===== src/hdl/sha1bs_pkg.sv =====
// SHA-1 byte stream hasher: shared types, constants and round helpers.
// No dependencies.
package sha1bs_pkg;

	localparam logic [1:0] REQ_DATA    = 2'd0;
	localparam logic [1:0] REQ_DIGEST  = 2'd1;
	localparam logic [1:0] REQ_RESTART = 2'd2;

	localparam logic [31:0] H0_INIT = 32'h67452301;
	localparam logic [31:0] H1_INIT = 32'hefcdab89;
	localparam logic [31:0] H2_INIT = 32'h98badcfe;
	localparam logic [31:0] H3_INIT = 32'h10325476;
	localparam logic [31:0] H4_INIT = 32'hc3d2e1f0;

	localparam logic [31:0] K0 = 32'h5a827999;
	localparam logic [31:0] K1 = 32'h6ed9eba1;
	localparam logic [31:0] K2 = 32'h8f1bbcdc;
	localparam logic [31:0] K3 = 32'hca62c1d6;

	localparam logic [7:0] PAD_BYTE = 8'h80;

	localparam int QUEUE_DEPTH = 4;

	// item handed from front end to back end
	typedef struct packed {
		logic [1:0] req_type;
		logic [7:0] data_byte;
	} cmd_t;

	typedef logic [4:0][31:0] chain_t;

	function automatic logic [31:0] round_f(input logic [6:0] t, input logic [31:0] b,
		input logic [31:0] c, input logic [31:0] d);
		logic [31:0] f;
		if (t < 7'd20)      f = (b & c) | (~b & d);
		else if (t < 7'd40) f = b ^ c ^ d;
		else if (t < 7'd60) f = (b & c) | (b & d) | (c & d);
		else                f = b ^ c ^ d;
		return f;
	endfunction

	function automatic logic [31:0] round_k(input logic [6:0] t);
		logic [31:0] k;
		if (t < 7'd20)      k = K0;
		else if (t < 7'd40) k = K1;
		else if (t < 7'd60) k = K2;
		else                k = K3;
		return k;
	endfunction

endpackage


===== src/hdl/sha1bs_front.sv =====
// Front end: input handshake, drops unused request codes, small command queue.
// Depends on sha1bs_pkg.
module sha1bs_front (
	input  logic                clk,
	input  logic                arst_n,
	input  logic                s_tvalid,
	output logic                s_tready,
	input  logic [7:0]          s_tdata,
	input  logic [1:0]          s_tuser,
	output logic                cmd_valid,
	input  logic                cmd_ready,
	output sha1bs_pkg::cmd_t    cmd
);
	localparam int AW = $clog2(sha1bs_pkg::QUEUE_DEPTH);

	sha1bs_pkg::cmd_t mem_q [sha1bs_pkg::QUEUE_DEPTH];
	logic [AW-1:0] wr_q, rd_q;
	logic [AW:0]   cnt_q;
	logic push, pop, keep;

	assign s_tready  = (cnt_q != AW'(0) + (AW+1)'(sha1bs_pkg::QUEUE_DEPTH));
	assign keep      = (s_tuser == sha1bs_pkg::REQ_DATA) || (s_tuser == sha1bs_pkg::REQ_DIGEST)
		|| (s_tuser == sha1bs_pkg::REQ_RESTART);
	assign push      = s_tvalid && s_tready && keep;
	assign cmd_valid = (cnt_q != '0);
	assign pop       = cmd_valid && cmd_ready;
	assign cmd       = mem_q[rd_q];

	always_ff @(posedge clk) begin
		if (push) begin
			mem_q[wr_q].req_type  <= s_tuser;
			mem_q[wr_q].data_byte <= s_tdata;
		end
	end

	always_ff @(posedge clk or negedge arst_n) begin
		if (!arst_n) begin
			wr_q  <= '0;
			rd_q  <= '0;
			cnt_q <= '0;
		end else begin
			if (push) wr_q <= wr_q + AW'(1);
			if (pop)  rd_q <= rd_q + AW'(1);
			cnt_q <= cnt_q + (AW+1)'(push) - (AW+1)'(pop);
		end
	end
endmodule


===== src/hdl/sha1bs_core.sv =====
// Back end: block buffer, message schedule, one SHA-1 round per cycle,
// padding sequencer and digest output register. Depends on sha1bs_pkg.
module sha1bs_core (
	input  logic                clk,
	input  logic                arst_n,
	input  logic                cmd_valid,
	output logic                cmd_ready,
	input  sha1bs_pkg::cmd_t    cmd,
	output logic                m_tvalid,
	input  logic                m_tready,
	output logic [31:0]         m_tdata,
	output logic                m_tlast
);
	localparam logic [2:0] ST_IDLE = 3'd0;
	localparam logic [2:0] ST_LOAD = 3'd1; // fill schedule window from buffer
	localparam logic [2:0] ST_RND  = 3'd2;
	localparam logic [2:0] ST_FOLD = 3'd3;
	localparam logic [2:0] ST_OUT  = 3'd4;

	logic [2:0]  state_q;
	logic [7:0]  buf_q [64];
	logic [5:0]  nbytes_q;
	logic [54:0] blocks_q;
	sha1bs_pkg::chain_t chain_q, work_h_q;
	logic [31:0] a_q, b_q, c_q, d_q, e_q;
	logic [15:0][31:0] w_q;
	logic [6:0]  t_q;
	logic [5:0]  ld_q;       // byte index while loading
	logic        digest_q;   // running a digest
	logic        second_q;   // second padded block
	logic        two_q;      // digest needs two blocks
	logic [5:0]  dn_q;       // buffered bytes at digest
	logic [63:0] bits_q;
	logic [7:0]  rd_byte_s1;
	logic [5:0]  rd_idx_s1;
	logic        rd_vld_s1;
	logic [2:0]  oidx_q;

	// padded byte for position p of the current block
	function automatic logic [7:0] pad_byte(input logic [6:0] p, input logic [7:0] raw,
		input logic [5:0] n, input logic [63:0] bits, input logic two);
		logic [6:0] tot;
		logic [7:0] v;
		tot = two ? 7'd127 : 7'd63;
		if (p < {1'b0, n})            v = raw;
		else if (p == {1'b0, n})      v = sha1bs_pkg::PAD_BYTE;
		else if (p > tot - 7'd8 && p <= tot)
			v = bits[8*(tot - p) +: 8];
		else                          v = 8'h00;
		return v;
	endfunction

	logic [31:0] wnew, tmp, f, k;
	logic [7:0]  byte_in;
	logic [6:0]  pos;
	assign f = sha1bs_pkg::round_f(t_q, b_q, c_q, d_q);
	assign k = sha1bs_pkg::round_k(t_q);
	assign wnew = t_q < 7'd16 ? w_q[0] :
		{w_q[13] ^ w_q[8] ^ w_q[2] ^ w_q[0]} << 1 | {w_q[13] ^ w_q[8] ^ w_q[2] ^ w_q[0]} >> 31;
	assign tmp = {a_q[26:0], a_q[31:27]} + f + e_q + wnew + k;
	assign pos = {second_q, rd_idx_s1};
	assign byte_in = digest_q ? pad_byte(pos, rd_byte_s1, dn_q, bits_q, two_q) : rd_byte_s1;

	assign cmd_ready = (state_q == ST_IDLE);
	assign m_tvalid  = (state_q == ST_OUT);
	assign m_tlast   = (oidx_q == 3'd4);
	assign m_tdata   = work_h_q[oidx_q];

	always_ff @(posedge clk) begin
		if (cmd_valid && cmd_ready && cmd.req_type == sha1bs_pkg::REQ_DATA)
			buf_q[nbytes_q] <= cmd.data_byte;
		rd_byte_s1 <= buf_q[ld_q];
		rd_idx_s1  <= ld_q;
	end

	always_ff @(posedge clk or negedge arst_n) begin
		if (!arst_n) begin
			state_q  <= ST_IDLE;
			nbytes_q <= '0;
			blocks_q <= '0;
			chain_q  <= {sha1bs_pkg::H4_INIT, sha1bs_pkg::H3_INIT, sha1bs_pkg::H2_INIT,
				sha1bs_pkg::H1_INIT, sha1bs_pkg::H0_INIT};
			t_q <= '0; ld_q <= '0; digest_q <= 1'b0; second_q <= 1'b0; two_q <= 1'b0;
			rd_vld_s1 <= 1'b0; oidx_q <= '0;
			work_h_q <= '0; w_q <= '0; dn_q <= '0; bits_q <= '0;
			a_q <= '0; b_q <= '0; c_q <= '0; d_q <= '0; e_q <= '0;
		end else begin
			unique case (state_q)
				ST_IDLE: begin
					if (cmd_valid) begin
						unique case (cmd.req_type)
							sha1bs_pkg::REQ_DATA: begin
								nbytes_q <= nbytes_q + 6'd1;
								if (nbytes_q == 6'd63) begin
									digest_q <= 1'b0; second_q <= 1'b0;
									work_h_q <= chain_q;
									ld_q <= '0; rd_vld_s1 <= 1'b0; t_q <= '0;
									state_q <= ST_LOAD;
								end
							end
							sha1bs_pkg::REQ_DIGEST: begin
								digest_q <= 1'b1; second_q <= 1'b0;
								two_q <= nbytes_q >= 6'd56;
								dn_q <= nbytes_q;
								bits_q <= {blocks_q, nbytes_q, 3'b000};
								work_h_q <= chain_q;
								ld_q <= '0; rd_vld_s1 <= 1'b0; t_q <= '0;
								state_q <= ST_LOAD;
							end
							sha1bs_pkg::REQ_RESTART: begin
								nbytes_q <= '0; blocks_q <= '0;
								chain_q <= {sha1bs_pkg::H4_INIT, sha1bs_pkg::H3_INIT,
									sha1bs_pkg::H2_INIT, sha1bs_pkg::H1_INIT, sha1bs_pkg::H0_INIT};
							end
							default: ;
						endcase
					end
				end
				ST_LOAD: begin
					// one byte per cycle through a registered read; shift into window
					rd_vld_s1 <= (ld_q != 6'd63) || !rd_vld_s1 || (rd_idx_s1 != 6'd63);
					if (ld_q != 6'd63) ld_q <= ld_q + 6'd1;
					if (rd_vld_s1) begin
						if (rd_idx_s1 == 6'd63) begin
							w_q <= {w_q[15][23:0], byte_in, w_q[14:0]};
							a_q <= work_h_q[0]; b_q <= work_h_q[1]; c_q <= work_h_q[2];
							d_q <= work_h_q[3]; e_q <= work_h_q[4];
							t_q <= '0;
							state_q <= ST_RND;
						end else if (rd_idx_s1[1:0] == 2'b11) begin
							w_q <= {32'h0, w_q[15][23:0], byte_in, w_q[14:1]};
						end else begin
							w_q[15] <= {w_q[15][23:0], byte_in};
						end
					end
				end
				ST_RND: begin
					w_q <= {wnew, w_q[15:1]};
					e_q <= d_q; d_q <= c_q; c_q <= {b_q[1:0], b_q[31:2]};
					b_q <= a_q; a_q <= tmp;
					t_q <= t_q + 7'd1;
					if (t_q == 7'd79) state_q <= ST_FOLD;
				end
				ST_FOLD: begin
					work_h_q[0] <= work_h_q[0] + a_q;
					work_h_q[1] <= work_h_q[1] + b_q;
					work_h_q[2] <= work_h_q[2] + c_q;
					work_h_q[3] <= work_h_q[3] + d_q;
					work_h_q[4] <= work_h_q[4] + e_q;
					ld_q <= '0; rd_vld_s1 <= 1'b0;
					if (!digest_q) begin
						chain_q[0] <= work_h_q[0] + a_q;
						chain_q[1] <= work_h_q[1] + b_q;
						chain_q[2] <= work_h_q[2] + c_q;
						chain_q[3] <= work_h_q[3] + d_q;
						chain_q[4] <= work_h_q[4] + e_q;
						blocks_q <= blocks_q + 55'd1;
						state_q <= ST_IDLE;
					end else if (two_q && !second_q) begin
						second_q <= 1'b1;
						state_q <= ST_LOAD;
					end else begin
						oidx_q <= '0;
						state_q <= ST_OUT;
					end
				end
				ST_OUT: begin
					if (m_tready) begin
						oidx_q <= oidx_q + 3'd1;
						if (oidx_q == 3'd4) state_q <= ST_IDLE;
					end
				end
				default: state_q <= ST_IDLE;
			endcase
		end
	end
endmodule


===== src/hdl/sha1_byte_stream_hasher.sv =====
// SHA-1 byte stream hasher, top level.
// Channels: slave stream carries requests (tuser = request kind, tdata = byte);
// master stream carries digest words, tlast on the fifth word.
// A front queue of four entries decouples intake from the compression engine,
// so requests are taken while a block is compressed or a digest waits.
// Throughput: the engine takes one data byte per cycle while idle; every 64th
// byte adds a block pass (64 buffer reads, 80 rounds, one fold), set by the
// byte-serial block buffer read and the one-round-per-cycle datapath.
// A digest takes one block pass, or two when padding spills a block,
// then five output words.
// Reset (arst_n low) empties the queue, loads the initial chaining words and
// clears the counters; the block buffer keeps stale data that is never used.
// When the receiver stalls, the current word holds on the master side and the
// engine waits; new requests still queue until the front queue fills.
// Request kinds other than data, digest and restart are discarded.
// Depends on sha1bs_pkg, sha1bs_front, sha1bs_core.
module sha1_byte_stream_hasher (
	input  logic        clk,
	input  logic        arst_n,
	input  logic        s_tvalid,
	output logic        s_tready,
	input  logic [7:0]  s_tdata,   // [7:0] data_byte
	input  logic [1:0]  s_tuser,   // [1:0] req_type
	output logic        m_tvalid,
	input  logic        m_tready,
	output logic [31:0] m_tdata,   // [31:0] digest_word
	output logic        m_tlast
);
	logic cmd_valid, cmd_ready;
	sha1bs_pkg::cmd_t cmd;

	sha1bs_front u_front (
		.clk, .arst_n, .s_tvalid, .s_tready, .s_tdata, .s_tuser,
		.cmd_valid, .cmd_ready, .cmd
	);

	sha1bs_core u_core (
		.clk, .arst_n, .cmd_valid, .cmd_ready, .cmd,
		.m_tvalid, .m_tready, .m_tdata, .m_tlast
	);
endmodule


===== config.mk =====
export PLATFORM = sky130hd
export DESIGN_NAME = sha1_byte_stream_hasher
export DESIGN_NICKNAME = d
export VERILOG_FILES = /design/src/hdl/sha1bs_pkg.sv /design/src/hdl/sha1bs_front.sv /design/src/hdl/sha1bs_core.sv /design/src/hdl/sha1_byte_stream_hasher.sv
export SDC_FILE = /design/constraint.sdc
export NUM_CORES = 2
export LEC_CHECK = 0
export BUFFER_PORTS_ARGS = -buffer_cell sky130_fd_sc_hd__buf_4
export CAP_MARGIN = 40
export CELL_PAD_IN_SITES_DETAIL_PLACEMENT = 1
export CELL_PAD_IN_SITES_GLOBAL_PLACEMENT = 1
export CORE_UTILIZATION = 40
export CTS_BUF_LIST = sky130_fd_sc_hd__clkbuf_2
export DETAILED_ROUTE_END_ITERATION = 8
export PLACE_DENSITY_LB_ADDON = 0.12
export SYNTH_ARGS = -nofsm -noshare
export SYNTH_HDL_FRONTEND = slang
export SYNTH_SLANG_ARGS = --single-unit

===== constraint.sdc =====
create_clock -name clk -period 7.59 [get_ports clk]
set_input_delay 0.759 -clock clk [delete_from_list [all_inputs] [get_ports clk]]
set_output_delay 0.759 -clock clk [all_outputs]
set_load 0.01 [all_outputs]

# After elaboration in Yosys (flattened, before gate mapping)
# Memory sizes are Yosys's and may differ from the RTL's. A register that Yosys moved wholly into a read port is not among the register bits.
# Cells that the tools add are included.
# W data, S select, Z words.
# classes
addsub	20
mul	0
div	0
magnitude_cmp	9
n_eq_ne	34
shifts	1
mux	85
n_bitwise	14
reduce_logical	37
# ops
operator	count
$mux W512	2
$pmux W512 S2	1
$pmux W160 S2	3
$mux W160	5
$mux W32	18
$mux W480	1
$pmux W32 S2	5
$add A32 B32 Y32	9
$mux W55	3
$xor A32 B32 Y32	5
$and A32 B32 Y32	4
$pmux W55 S2	1
$bmux W32 S3	1
$or A32 B32 Y32	3
$shiftx A64 B33 Y8	1
$add A55 B1 Y55 const B	1
$mux W3	12
$mux W7	5
$mux W8	4
$not A32 Y32	1
$or A32 B1 Y32	1
$mux W31	1
$pmux W6 S2	2
$reduce_and A4 Y1	6
48 further kinds	105
# word_totals
regBits	1156
latch_bits	0
ramBits	552
rom_bits	0
input_bits	14
wordCells	249
memories	2
# memory_table
name	words	word_bits	rd	rd_ports_with_merged_regs	wr	line_no	text
u_core.buf_q	64	8	1	1	1	sha1bs_core.sv:21	logic [7:0] buf_q [64];
u_front.mem_q	4	10	1	0	1	sha1bs_front.sv:16	sha1bs_pkg::cmd_t mem_q [sha1bs_pkg::QUEUE_DEPTH];

# Depth between registers and ports, before layout
# depth
ltp_word	12
mapped_depth	25

# Cells and area by module
# Synthesis repeated with hierarchy kept, for this count alone.
# unflattened
cells_unflattened	7991
area_unflattened_um2	84589.9
# by_module_without_submodules
mod	n_inst	cells_per_inst	area_each_um2	seq_area_each_um2
sha1bs_core	1	7902	82723.1	44207.4
sha1bs_front	1	89	1866.8	1376.3

# Worst setup path before layout
# OpenSTA, ideal clock, no wires.
# synth_path
path_type	flip-flop to flip-flop
from	register u_core.t_q[4]
to	register u_core.a_q[28]
setup_ns	0.069
t_arrival_ns	5.777
slack_ns	1.744
stages_incl_launch_ff	24
path_buffers	2
cell_sequence	dfrtp_1 clkbuf_1 a41oi_1 nand2_1 nand2_1 clkbuf_1 nor2_1 nor2_1 fa_1 fa_1 inv_1 fa_1 inv_1 ha_1 and3_1 a22oi_1 nand3b_1 a21oi_1 o22ai_1 a311oi_1 o31ai_1 a21oi_1 or4b_2 nand3_1
# synth_via
elab_chain_len	9
elab_cells_between_ends	16
cone_classes	add/sub: 4; order compare: 4; mux: 8
# synth_lines
item	line_no	text
start, declared	sha1bs_core.sv:27	logic [6:0] t_q;
start signal, assigned	sha1bs_core.sv:141	t_q <= t_q + 7'd1;
$lt A7 B6 Y1	sha1bs_pkg.sv:37, sha1bs_pkg.sv:46	
$mux W32	sha1bs_pkg.sv:37	else if (t < 7'd60) f = (b & c) | (b & d) | (c & d);
$mux W32	sha1bs_pkg.sv:36	else if (t < 7'd40) f = b ^ c ^ d;
$mux W32	sha1bs_pkg.sv:35	if (t < 7'd20) f = (b & c) | (~b & d);
$add A32 B32 Y32 (3 in a row)	sha1bs_core.sv:60	assign tmp = {a_q[26:0], a_q[31:27]} + f + e_q + wnew + k;
$add A32 B32 Y32 (*)	sha1bs_core.sv:60	
$pmux W32 S2 (*)	sha1bs_core.sv:88	unique case (state_q)
end signal, assigned	sha1bs_core.sv:126	a_q <= work_h_q[0]; b_q <= work_h_q[1]; c_q <= work_h_q[2];
end signal, assigned	sha1bs_core.sv:140	b_q <= a_q; a_q <= tmp;
end, declared	sha1bs_core.sv:25	logic [31:0] a_q, b_q, c_q, d_q, e_q;
# Every way passes the cells marked *; elsewhere a longest branch is shown, timed or not.
# A chain may end at the register's enable or synchronous reset.

# Worst setup path after layout
# layout_path
from	register u_core.t_q[3]
to	register u_core.a_q[28]
# Same word-level chain as after synthesis.

==> impl_metrics.tcl <==
set metrics [dict create \
    postSynthCellCount 8002 \
    max_freq_ghz 0.146 \
    synth_area_um2 84400 \
    grt_pass1_wl_um 411000 \
    finalHoldViolations 0 \
    port_buffers 48 \
    critPathRequiredTime_ns 9.36 \
    cts_setup_buffers 0 \
    avgSynthCellArea_um2 10.5 \
    reg2reg_depth 21 \
    rows 168 \
    syn_to_final_growth_pct 9.76 \
    synth.top_cell.area_share_pct 31.6 \
    crit_cells 21 \
    cp_slowest_cell "or4b_2" \
    grt_pass1_vias 65900 \
    r2r-start "u_core.t_q[3]" \
    fin_crit_sh_pct 90.3 \
    cts_buffer_depth 4 \
    core_area_um2 210000 \
    clock-root-buffer "clkbuf_2" \
    worstPathCellList "o21ai_0, nand2_2, nand2_2, o21ai_0, fa_1, inv_1, fa_1, inv_1, fa_1, inv_1, ha_1, and3_1, a22oi_1, nand3b_1, a21oi_1, o22ai_1, a311oi_1, o31ai_1, a21oi_1, or4b_2, nand3_1" \
    finalSetupViolations 0 \
    layout_setup_ws_ns 0.737 \
    drtAntennaViolNets 0 \
    rsz0062_at_grt "false" \
    final_cells 11400 \
    grt_max_degree 242 \
    drt-vias-per-instance 5.51 \
    fin_hold_ws_ns 0.405 \
    path_buf_inv 3 \
    yosysUniqueCellTypes 83 \
    vias 62800 \
    dp.final_hpwl_um 175000 \
    synth_ff_type "dfrtp_1" \
    layout_common_cells "nand2_1, dfrtp_1, clkbuf_2" \
    crit_path_end_kind "flop" \
    worstSetupStartpoint "u_core.t_q[3]" \
    yosysSeqAreaShare_pct 54.0 \
    htreeDepth 5 \
    antenna_found_initial 14 \
    clk_latency_ns 2.09 \
    dp_cells 10500 \
    dieHeight_um 461 \
    final_common_cell "nand2_1" \
    grt_usage_pct 25.2 \
    die_area_um2 213000 \
    ir_worst_vdd_uv 429 \
    drv_slew 0 \
    place_congestion 0.855 \
    leakage_nw 40.2 \
    io-pin-count 49 \
    cp-start-kind "flop" \
    yosysTopAreaCell "dfrtp_1" \
    setup_tns_ns 0 \
    cts_tree "yes" \
    busiest_layer "met2" \
    nFillCells 23300 \
    critPathTopFamily "compound AO/OA/AOI/OAI gates" \
    cts-buffers-inserted 474 \
    path_max_fanout 23 \
    ys_async_sr_fraction_pct 66.9 \
    use_met2_pct 39.0 \
    initial_core_util_pct 40.3 \
    min_from "u_core.w_q[129]" \
    drv_cap 0 \
    drive_above_1_share_pct 15.5 \
    drcViolationCount 0 \
    tightest_slew_ns 1.25 \
    cts.sinks 1710 \
    min_path_cells 2 \
    die_x_um 461 \
    status "finished clean" \
    worstSetupPathType "flop to flop" \
    drt-total-wl_um 266000 \
    ys.warnings.count 0 \
    post-place-ws_ns 0.478 \
    synth-seq-cells 1710 \
    post-route-util_pct 44.2 \
    drt_iter0_markers 4556 \
    synth_edf_count 552 \
    final.min_clock_period_ns 6.85 \
    clk_pin_slew_worst_paths_ns 0.13 \
    slowest_delay_ns 0.66 \
    yosys-top-cells-area "dfrtp_1, edfxtp_1, nand2_1" \
    hold_class "flop to flop" \
    power_density_nw_per_um2 516 \
    drt_first_pass_iters 5 \
    nets 8605 \
    skew_ns 0.305 \
    relSlewSlack_pct 16.8 \
    drt-wirelength-per-cell_um 23.4 \
    grt_remaining_overflow 0 \
    grt_util_met3_pct 4.05 \
    use_met1_pct 36.3 \
    postSynthNetCount 8384 \
    cp_data_arrival_time_ns 8.62 \
]
==> power by group <==
group / switching (W) / internal [W] / leakage (nW) / total (W)
combinational: 0.0163 / 0.00982 / 17.3 / 0.0261
sequential: 0.00266 / 0.0123 / 19.5 / 0.0149
clock: 0.00406 / 0.00264 / 3.26 / 0.00671
==> final timing paths <==
| path | slack (ns) | to |
|---|---|---|
| hold reg to reg | 0.40 | u_core.w_q[97] |
| min in group asynchronous | 0.76 | u_core.c_q[3] |
| hold / removal | 0.40 | u_core.w_q[97] |
| max in group asynchronous | 5.52 | u_core.oidx_q[0] |
| setup / recovery | 0.74 | u_core.a_q[28] |
| setup reg to reg | 0.74 | u_core.a_q[28] |
==> logic make-up (layout without fill, tap and decap cells) <==
logic type	Yosys count	after routing	synth area share, %
XOR/XNOR	317	317	3.32
flip-flops	1710	1710	54.0
buffers and inverters	705	1283	3.14
adder cells (fa/ha/maj)	368	368	6.57
multiplexers	336	336	6.92
AND/OR/NAND/NOR	3212	3212	16.0
other	0	9	0
AO/OA/AOI/OAI	1354	1354	10.0
==> synth_stat cells, types with 9 or more instances <==
library cell and n:
a21o_1 99, and2_1 25, a31oi_1 267, nand3_1 544
nand4_1 20, o22a_1 43, dfxtp_1 14, o21bai_1 28
mux2i_1 80, o21ai_0 303, fa_1 125, xor2_1 110
nand2b_1 33, a221oi_1 10, a211oi_1 37, clkbuf_1 406
a31o_2 9, o211ai_1 18, nand2_1 1698, o22ai_1 40
o31ai_1 21, a22oi_1 27, dfrtp_1 1064, nand3b_1 10
or3_1 18, and3_1 51, o32ai_1 17, edfxtp_1 552
o21a_1 22, ha_1 243, o32a_1 11, a21boi_0 10
nor3_1 34, mux2_2 65, a211o_1 10, mux4_2 191
dfstp_2 80, nor2_1 691, buf_1 73, xnor2_1 205
a21oi_1 330, inv_1 224, nor2b_1 51
==> registers in the layout, indices dropped and copies added, names as in the netlist, 5 cells and up <==
register and flops:
u_core.ld_q 6, u_core.b_q 32, u_core.chain_q 160, u_core.blocks_q 55, u_core.w_q 512, u_core.rd_byte_s1 8, u_front.mem_q 40, u_core.work_h_q 160
u_core.c_q 32, u_core.nbytes_q 6, u_core.rd_idx_s1 6, u_core.bits_q 56, u_core.t_q 7, u_core.e_q 32, u_core.a_q 32, u_core.dn_q 5
u_core.d_q 32, u_core.buf_q 512
==> per-stage QoR <==
step / cell area [µm²] / total power (W)
detailed placement: 88000 / 0.0411
floorplan: 84400 / 0.0322
global placement: 87500 / 0.0404
global route: 92600 / 0.0516
finish: 92600 / 0.0477
CTS: 92600 / 0.0481
==> cell type report <==
class / count / area, µm² / area share, %
well taps: 2805 / 3510 / 3.79
clock inverters: 113 / 561 / 0.605
flip-flops and latches: 1710 / 45600 / 49.2
repair buffers: 226 / 2200 / 2.37
multi-input cells: 5587 / 36300 / 39.2
clock buffers: 720 / 3600 / 3.89
diodes: 9 / 22.5 / 0.0243
inverters: 224 / 848 / 0.916
==> metal layers <==
| metal | up-vias | part of all wire [%] |
|---|---|---|
| met5 | - | 0.0094 |
| met4 | 4 | 2.6 |
| met3 | 454 | 4.5 |
| met2 | 1357 | 46 |
| met1 | 32400 | 47 |
| li1 | 28600 | - |
==> what timing repair did <==
action | CTS | global route
resized for setup | 0 | 1
endpoints found under the setup margin | 0 | 2
hold endpoints to repair | 1202 | 0
hold buffers | 38 | 0
==> worst register-to-register path: stages (launching register included) <==
cell	delay (ns)
dfrtp_1	0.49
o21ai_0	0.24
nand2_2	0.44
nand2_2	0.58
o21ai_0	0.26
fa_1	0.58
inv_1	0.05
fa_1	0.48
inv_1	0.05
fa_1	0.47
inv_1	0.05
ha_1	0.33
and3_1	0.18
a22oi_1	0.14
nand3b_1	0.16
a21oi_1	0.14
o22ai_1	0.40
a311oi_1	0.26
o31ai_1	0.57
a21oi_1	0.18
or4b_2	0.66
nand3_1	0.09
No activity file was read; power rests on OpenSTA's default activity.
